<file path="src/rtl/ccfp_pkg.sv">
// Shared types, constants and the CRC byte update for the frame parser.
`timescale 1ns / 1ps
`default_nettype none
package ccfp_pkg;

	localparam int unsigned CFG_ADDR_W = 3;
	localparam int unsigned CFG_DATA_W = 32;

	localparam logic [7:0]  START_BYTE_RESET = 8'hAA;
	localparam logic [15:0] CRC_INIT         = 16'hFFFF;
	localparam logic [15:0] CRC_POLY         = 16'h1021;

	// register index taken from paddr[2]
	localparam logic REG_START_BYTE = 1'b0;

	typedef enum logic [2:0] {
		PH_HUNT    = 3'd0,
		PH_LEN_HI  = 3'd1,
		PH_LEN_LO  = 3'd2,
		PH_PAYLOAD = 3'd3,
		PH_CRC_HI  = 3'd4,
		PH_CRC_LO  = 3'd5
	} phase_t;

	// CRC-16-CCITT, MSB first, one byte
	function automatic logic [15:0] crc16_byte(input logic [15:0] crc_in, input logic [7:0] b);
		logic [15:0] c;
		c = crc_in ^ {b, 8'h00};
		for (int i = 0; i < 8; i++) begin
			if (c[15]) begin
				c = {c[14:0], 1'b0} ^ CRC_POLY;
			end else begin
				c = {c[14:0], 1'b0};
			end
		end
		return c;
	endfunction

endpackage
`default_nettype wire

</file>
<file path="src/rtl/crc_checked_frame_parser.sv">
// Length-prefixed frame parser with CRC-16-CCITT check, top level.
//  channel   dir  handshake              payload
//  input     in   in_valid / in_stall    rx_byte
//  output    out  out_valid / out_stall  data_byte, end_of_frame, crc_good, frame_length
//  config    in   APB write/read         start_byte at byte address 0
// One byte per cycle unless the output stalls: a byte is held in the input register, then the
// phase logic and the byte-wide CRC update load the output register.
// A result is registered after its byte leaves the input register; the CRC update is the longest path.
// arst_n clears the phase, counters and valid flags; start_byte resets to 0xAA.
// An output stall holds the result; the input stalls only when a byte waits
// in the input register behind a full, stalled output register.
`timescale 1ns / 1ps
`default_nettype none
module crc_checked_frame_parser (
	input  wire logic                             clk,
	input  wire logic                             arst_n,
	input  wire logic                             in_valid,
	output logic                                  in_stall,
	input  wire logic [7:0]                       rx_byte,
	output logic                                  out_valid,
	input  wire logic                             out_stall,
	output logic [7:0]                            data_byte,
	output logic                                  end_of_frame,
	output logic                                  crc_good,
	output logic [15:0]                           frame_length,
	input  wire logic                             psel,
	input  wire logic                             penable,
	input  wire logic                             pwrite,
	input  wire logic [ccfp_pkg::CFG_ADDR_W-1:0]  paddr,
	input  wire logic [ccfp_pkg::CFG_DATA_W-1:0]  pwdata,
	output logic [ccfp_pkg::CFG_DATA_W-1:0]       prdata,
	output logic                                  pready
);

	logic [7:0]        start_byte_q;
	logic              valid_s1;
	logic [7:0]        byte_s1;
	ccfp_pkg::phase_t  phase_q, phase_d;
	logic [15:0]       len_q, len_d;
	logic [15:0]       left_q, left_d;
	logic [15:0]       crc_q, crc_d;
	logic [7:0]        crc_hi_q, crc_hi_d;
	logic              res_valid, res_eof, res_good;
	logic [7:0]        res_data;
	logic [15:0]       left_dec;
	logic              advance, fire, in_accept;

	// config port
	assign pready = 1'b1;
	assign prdata = (paddr[2] == ccfp_pkg::REG_START_BYTE) ?
		{{(ccfp_pkg::CFG_DATA_W-8){1'b0}}, start_byte_q} : '0;

	always_ff @(posedge clk or negedge arst_n) begin
		if (!arst_n) begin
			start_byte_q <= ccfp_pkg::START_BYTE_RESET;
		end else if (psel && penable && pwrite && pready &&
			paddr[2] == ccfp_pkg::REG_START_BYTE) begin
			start_byte_q <= pwdata[7:0];
		end
	end

	// handshake
	assign advance   = !out_valid || !out_stall;
	assign fire      = valid_s1 && advance;
	assign in_stall  = valid_s1 && !advance;
	assign in_accept = in_valid && !in_stall;

	always_ff @(posedge clk or negedge arst_n) begin
		if (!arst_n) begin
			valid_s1 <= 1'b0;
		end else if (in_accept) begin
			valid_s1 <= 1'b1;
		end else if (fire) begin
			valid_s1 <= 1'b0;
		end
	end

	always_ff @(posedge clk) begin
		if (in_accept) begin
			byte_s1 <= rx_byte;
		end
	end

	assign left_dec = left_q - 16'd1;

	always_comb begin
		phase_d   = phase_q;
		len_d     = len_q;
		left_d    = left_q;
		crc_d     = crc_q;
		crc_hi_d  = crc_hi_q;
		res_valid = 1'b0;
		res_data  = 8'h00;
		res_eof   = 1'b0;
		res_good  = 1'b0;
		case (phase_q)
			ccfp_pkg::PH_LEN_HI: begin
				len_d   = {byte_s1, 8'h00};
				phase_d = ccfp_pkg::PH_LEN_LO;
			end
			ccfp_pkg::PH_LEN_LO: begin
				len_d   = {len_q[15:8], byte_s1};
				left_d  = {len_q[15:8], byte_s1};
				crc_d   = ccfp_pkg::CRC_INIT;
				phase_d = ({len_q[15:8], byte_s1} == 16'd0) ?
					ccfp_pkg::PH_CRC_HI : ccfp_pkg::PH_PAYLOAD;
			end
			ccfp_pkg::PH_PAYLOAD: begin
				crc_d     = ccfp_pkg::crc16_byte(crc_q, byte_s1);
				left_d    = left_dec;
				if (left_dec == 16'd0) begin
					phase_d = ccfp_pkg::PH_CRC_HI;
				end
				res_valid = 1'b1;
				res_data  = byte_s1;
			end
			ccfp_pkg::PH_CRC_HI: begin
				crc_hi_d = byte_s1;
				phase_d  = ccfp_pkg::PH_CRC_LO;
			end
			ccfp_pkg::PH_CRC_LO: begin
				res_valid = 1'b1;
				res_eof   = 1'b1;
				res_good  = ({crc_hi_q, byte_s1} == crc_q);
				phase_d   = ccfp_pkg::PH_HUNT;
			end
			default: begin
				// hunting; unused codes fall back here
				phase_d = (byte_s1 == start_byte_q) ?
					ccfp_pkg::PH_LEN_HI : ccfp_pkg::PH_HUNT;
			end
		endcase
	end

	always_ff @(posedge clk or negedge arst_n) begin
		if (!arst_n) begin
			phase_q  <= ccfp_pkg::PH_HUNT;
			len_q    <= '0;
			left_q   <= '0;
			crc_q    <= ccfp_pkg::CRC_INIT;
			crc_hi_q <= '0;
		end else if (fire) begin
			phase_q  <= phase_d;
			len_q    <= len_d;
			left_q   <= left_d;
			crc_q    <= crc_d;
			crc_hi_q <= crc_hi_d;
		end
	end

	// result register
	always_ff @(posedge clk or negedge arst_n) begin
		if (!arst_n) begin
			out_valid <= 1'b0;
		end else if (advance) begin
			out_valid <= fire && res_valid;
		end
	end

	always_ff @(posedge clk) begin
		if (fire && res_valid) begin
			data_byte    <= res_data;
			end_of_frame <= res_eof;
			crc_good     <= res_good;
			frame_length <= len_d;
		end
	end

	a_payload_left_nonzero: assert property (@(posedge clk) disable iff (!arst_n)
		phase_q == ccfp_pkg::PH_PAYLOAD |-> left_q != 16'd0)
		else $error("payload phase with no bytes left");

	a_eof_back_to_hunt: assert property (@(posedge clk) disable iff (!arst_n)
		fire && res_eof |=> phase_q == ccfp_pkg::PH_HUNT && out_valid && end_of_frame)
		else $error("end of frame did not return to hunting");

	a_eof_zero_data: assert property (@(posedge clk) disable iff (!arst_n)
		out_valid && end_of_frame |-> data_byte == 8'h00)
		else $error("end-of-frame item carries data");

	a_good_only_on_eof: assert property (@(posedge clk) disable iff (!arst_n)
		out_valid && !end_of_frame |-> !crc_good)
		else $error("crc_good set on a payload item");

	a_stall_needs_byte: assert property (@(posedge clk) disable iff (!arst_n)
		in_stall |-> valid_s1 && out_valid)
		else $error("input stalled with nothing waiting");

endmodule
`default_nettype wire
</file>
<file path="config.mk">
export PLATFORM = sky130hd
export DESIGN_NAME = crc_checked_frame_parser
export DESIGN_NICKNAME = d
export VERILOG_FILES = /design/src/rtl/ccfp_pkg.sv /design/src/rtl/crc_checked_frame_parser.sv
export SDC_FILE = /design/constraint.sdc
export NUM_CORES = 1
export LEC_CHECK = 0
export ABC_AREA = 1
export BUFFER_PORTS_ARGS = -buffer_cell sky130_fd_sc_hd__buf_2
export CAP_MARGIN = 20
export CORE_MARGIN = 2
export CORE_UTILIZATION = 40
export DETAILED_ROUTE_END_ITERATION = 16
export PLACE_DENSITY = 0.68
export REMOVE_ABC_BUFFERS = 1
export SETUP_SLACK_MARGIN = 0.15
export SYNTH_ARGS = -nofsm -noshare
export SYNTH_HDL_FRONTEND = slang
export SYNTH_SLANG_ARGS = --single-unit
</file>
<file path="constraint.sdc">
create_clock -name clk -period 4.9 [get_ports clk]
set_clock_uncertainty 0.15 [all_clocks]
set_input_delay 0.49 -clock clk [delete_from_list [all_inputs] [get_ports clk]]
set_output_delay 0.49 -clock clk [all_outputs]
set_load 0.02 [all_outputs]
</file>
==> results.sh <==
export IMPL_hold_class="in -> async"
export IMPL_ys_seq_area_frac=0.514
export IMPL_antenna_found_initial=0
export IMPL_drt_iter0_markers=379
export IMPL_ir_drop_mv=0.194
export IMPL_slowest_stage="inv_1"
export IMPL_period_share=0.616
export IMPL_syn_to_final_growth_pct=11.8
export IMPL_worst_pin_slew_ps=1070
export IMPL_drv_slew=0
export IMPL_synth_edf_count=34
export IMPL_cts_made_buffers=9
export IMPL_synthCells=631
export IMPL_violations="negative hold slack"
export IMPL_r2r_slack_ps=1880
export IMPL_wire_per_inst_um=14.5
export IMPL_h_tree_depth=3
export IMPL_setup_violations=0
export IMPL_fin_util=0.457
export IMPL_postCtsSetupBuffers=0
export IMPL_holdWs_ps=-1.88
export IMPL_rsz0062_at_grt="no"
export IMPL_grtUsageTotal=0.182
export IMPL_root_buffer="clkbuf_16"
export IMPL_worstPathArrival_ps=3090
export IMPL_crit_fanout=37
export IMPL_nNetsFinal=731
export IMPL_antenna_left=0
export IMPL_core_area_um2=13200
export IMPL_startpoint_type="register"
export IMPL_slew_headroom=0.285
export IMPL_fmax_mhz=332
export IMPL_design_area_um2=6030
export IMPL_cts_buffer_depth=2
export IMPL_ys_async_sr_fraction=0.670
export IMPL_numPortBuffers=59
export IMPL_drive_above_1_share=0.180
export IMPL_setup_tns_ps=0
export IMPL_grt_max_degree=45
export IMPL_timing_rr_start="out_valid"
export IMPL_cts_sinks=103
export IMPL_drtPass1Iterations=5
export IMPL_die_area_um2=14400
export IMPL_floorplan_rows=42
export IMPL_layout_area_seq_um2=2770
export IMPL_grt_pass1_vias=4184
export IMPL_ys_seq_elements=103
export IMPL_die_w_um=120
export IMPL_multi_input_area_um2=2060
export IMPL_critPathBufInv=2
export IMPL_crit_start="out_valid"
export IMPL_yosysUniqueCellTypes=40
export IMPL_status="complete, but fails checks"
export IMPL_worst_setup_path_end_kind="register"
export IMPL_nFillCells=1272
export IMPL_insertion_delay_ps=350
export IMPL_worstPathCellList="nand2_1 > nand2_2 > clkinv_2 > nand2_2 > inv_1 > o21ai_0 > a21oi_1 > a21oi_1"
export IMPL_synth_ff_type="dfrtp_1"
export IMPL_via_count=4299
export IMPL_syn_cell_area_um2=5400
export IMPL_postCtsHoldBufs=0
export IMPL_grt_overflow_total=0
export IMPL_io_pins=111
export IMPL_grt_pass1_wl_um=20500
export IMPL_wl_um=12500
export IMPL_ys_warn_count=0
export IMPL_p_leak_nw=2.82
export IMPL_power_density_nw_per_um2=404
export IMPL_min_period_ps=3020
export IMPL_cts_tree="yes"
export IMPL_rr_endpoint="left_q[9]"
export IMPL_synth_area_per_cell_um2=8.55
export IMPL_drv_cap=0
export IMPL_dpl_instance_area_um2=5730
export IMPL_antenna_cells=0
export IMPL_dpl_hpwl_um=8820
export IMPL_worstSetupPathType="reg -> reg"
export IMPL_die_y_um=120
export IMPL_clk_pin_slew_ps=70
export IMPL_drc=0
export IMPL_place_congestion=0.919
export IMPL_cpPeakStageDelay_ps=800
export IMPL_cpLargestDelayFamily="buffers and inverters"
export IMPL_cp_required_ps=4970
export IMPL_ctsResizeCount=0
export IMPL_hold_viol=2
export IMPL_via_per_inst=5.00
export IMPL_r2r_cells=8
export IMPL_initial_core_util=0.409
## synthesized netlist by cell type (3+ instances only)
cell type	count	area, um^2
nor2_2	6	37.5
nand2_2	9	56.3
nand2_1	109	409
nand4_1	6	37.5
nand3_1	19	95.1
edfxtp_1	34	1020
a21oi_1	27	135
a22oi_1	4	30.0
dfrtp_1	49	1230
nor2_1	66	248
a221oi_1	4	35.0
dfstp_2	20	526
xnor2_1	11	96.3
nor2_4	3	33.8
clkbuf_1	12	45.0
ha_1	3	37.5
inv_1	94	353
o21ai_1	8	40.0
nor3_1	3	15.0
buf_2	8	40.0
o21ai_0	52	260
o22ai_1	24	150
xor2_1	13	114
buf_4	25	188
## layout make-up
type                            instances  share of cell area
Inverter                               96              0.0599
Clock buffer                           10              0.0396
Sequential cell                       103               0.460
Clock inverter                          6              0.0114
Tap cell                              176              0.0365
Multi-Input combinational cell        407               0.342
Timing Repair Buffer                   61              0.0514
## registers in the layout, indices dropped and copies added, names as in the netlist
| signal | count |
|---|---|
| data_byte | 8 |
| phase_q | 3 |
| out_valid | 1 |
| crc_q | 16 |
| byte_s1 | 8 |
| end_of_frame | 1 |
| frame_length | 16 |
| crc_good | 1 |
| valid_s1 | 1 |
| left_q | 16 |
| len_q | 16 |
| start_byte_q | 8 |
| crc_hi_q | 8 |
## placed cells by master, fill, tap and decap left out, types with 3 or more instances in the layout
cell type / n
o21ai_0: 52
buf_2: 59
edfxtp_1: 34
nor2_4: 3
nand4_1: 6
a21oi_1: 27
dfrtp_1: 49
nor2_2: 7
clkbuf_16: 9
o21ai_1: 8
ha_1: 3
xor2_1: 13
a221oi_1: 4
xnor2_1: 11
nand2_2: 9
o22ai_1: 24
nand2_1: 109
nor2_1: 65
a22oi_1: 4
dfstp_2: 20
nand3_1: 19
inv_1: 94
conb_1: 25
nor3_1: 3
## worst max-delay path by stage
stage          slack, ps  cells past startpoint         end
2_1_floorplan       2290                      3    crc_good
3_3_place_gp        1780                      9  left_q[15]
3_5_place_dp        1710                      9  left_q[11]
4_1_cts             1930                      8  left_q[11]
5_1_grt             1620                      8  left_q[15]
6_report            1880                      8   left_q[9]
## per-stage QoR
stage | power, mW | cells | hold slack (ps) | setup slack [ps]
2_1_floorplan | 1.55 | 606 | 44.4 | 2290
3_3_place_gp | 1.68 | 843 | 339 | 1780
3_5_place_dp | 1.70 | 843 | 343 | 1710
4_1_cts | 2.44 | 859 | 27.2 | 1930
5_1_grt | 2.56 | 859 | 51.2 | 1620
6_report | 2.44 | 859 | -1.88 | 1880
## cell families after synthesis
group	Yosys count	synth area share
xor+xnor	26	0.0450
other cells	2	0.00139
buf+inv	144	0.121
compound gates	127	0.133
fa+ha+maj	3	0.00696
flops	103	0.514
simple gates	226	0.179
## layer usage
metal | global-route usage | vias to the layer above | wire [um]
li1 | - | 2087 | -
met1 | 0.237 | 2053 | 5480
met2 | 0.305 | 146 | 6090
met3 | 0.0337 | 13 | 735
met4 | 0.0566 | 0 | 182
met5 | 0 | - | 0
## report_power, final
part,switching [mW],internal [mW]
clock network,0.327,0.413
registers,0.110,1.04
logic,0.344,0.200
total,0.781,1.66
Note: power is estimated with default switching activity, not from simulation.
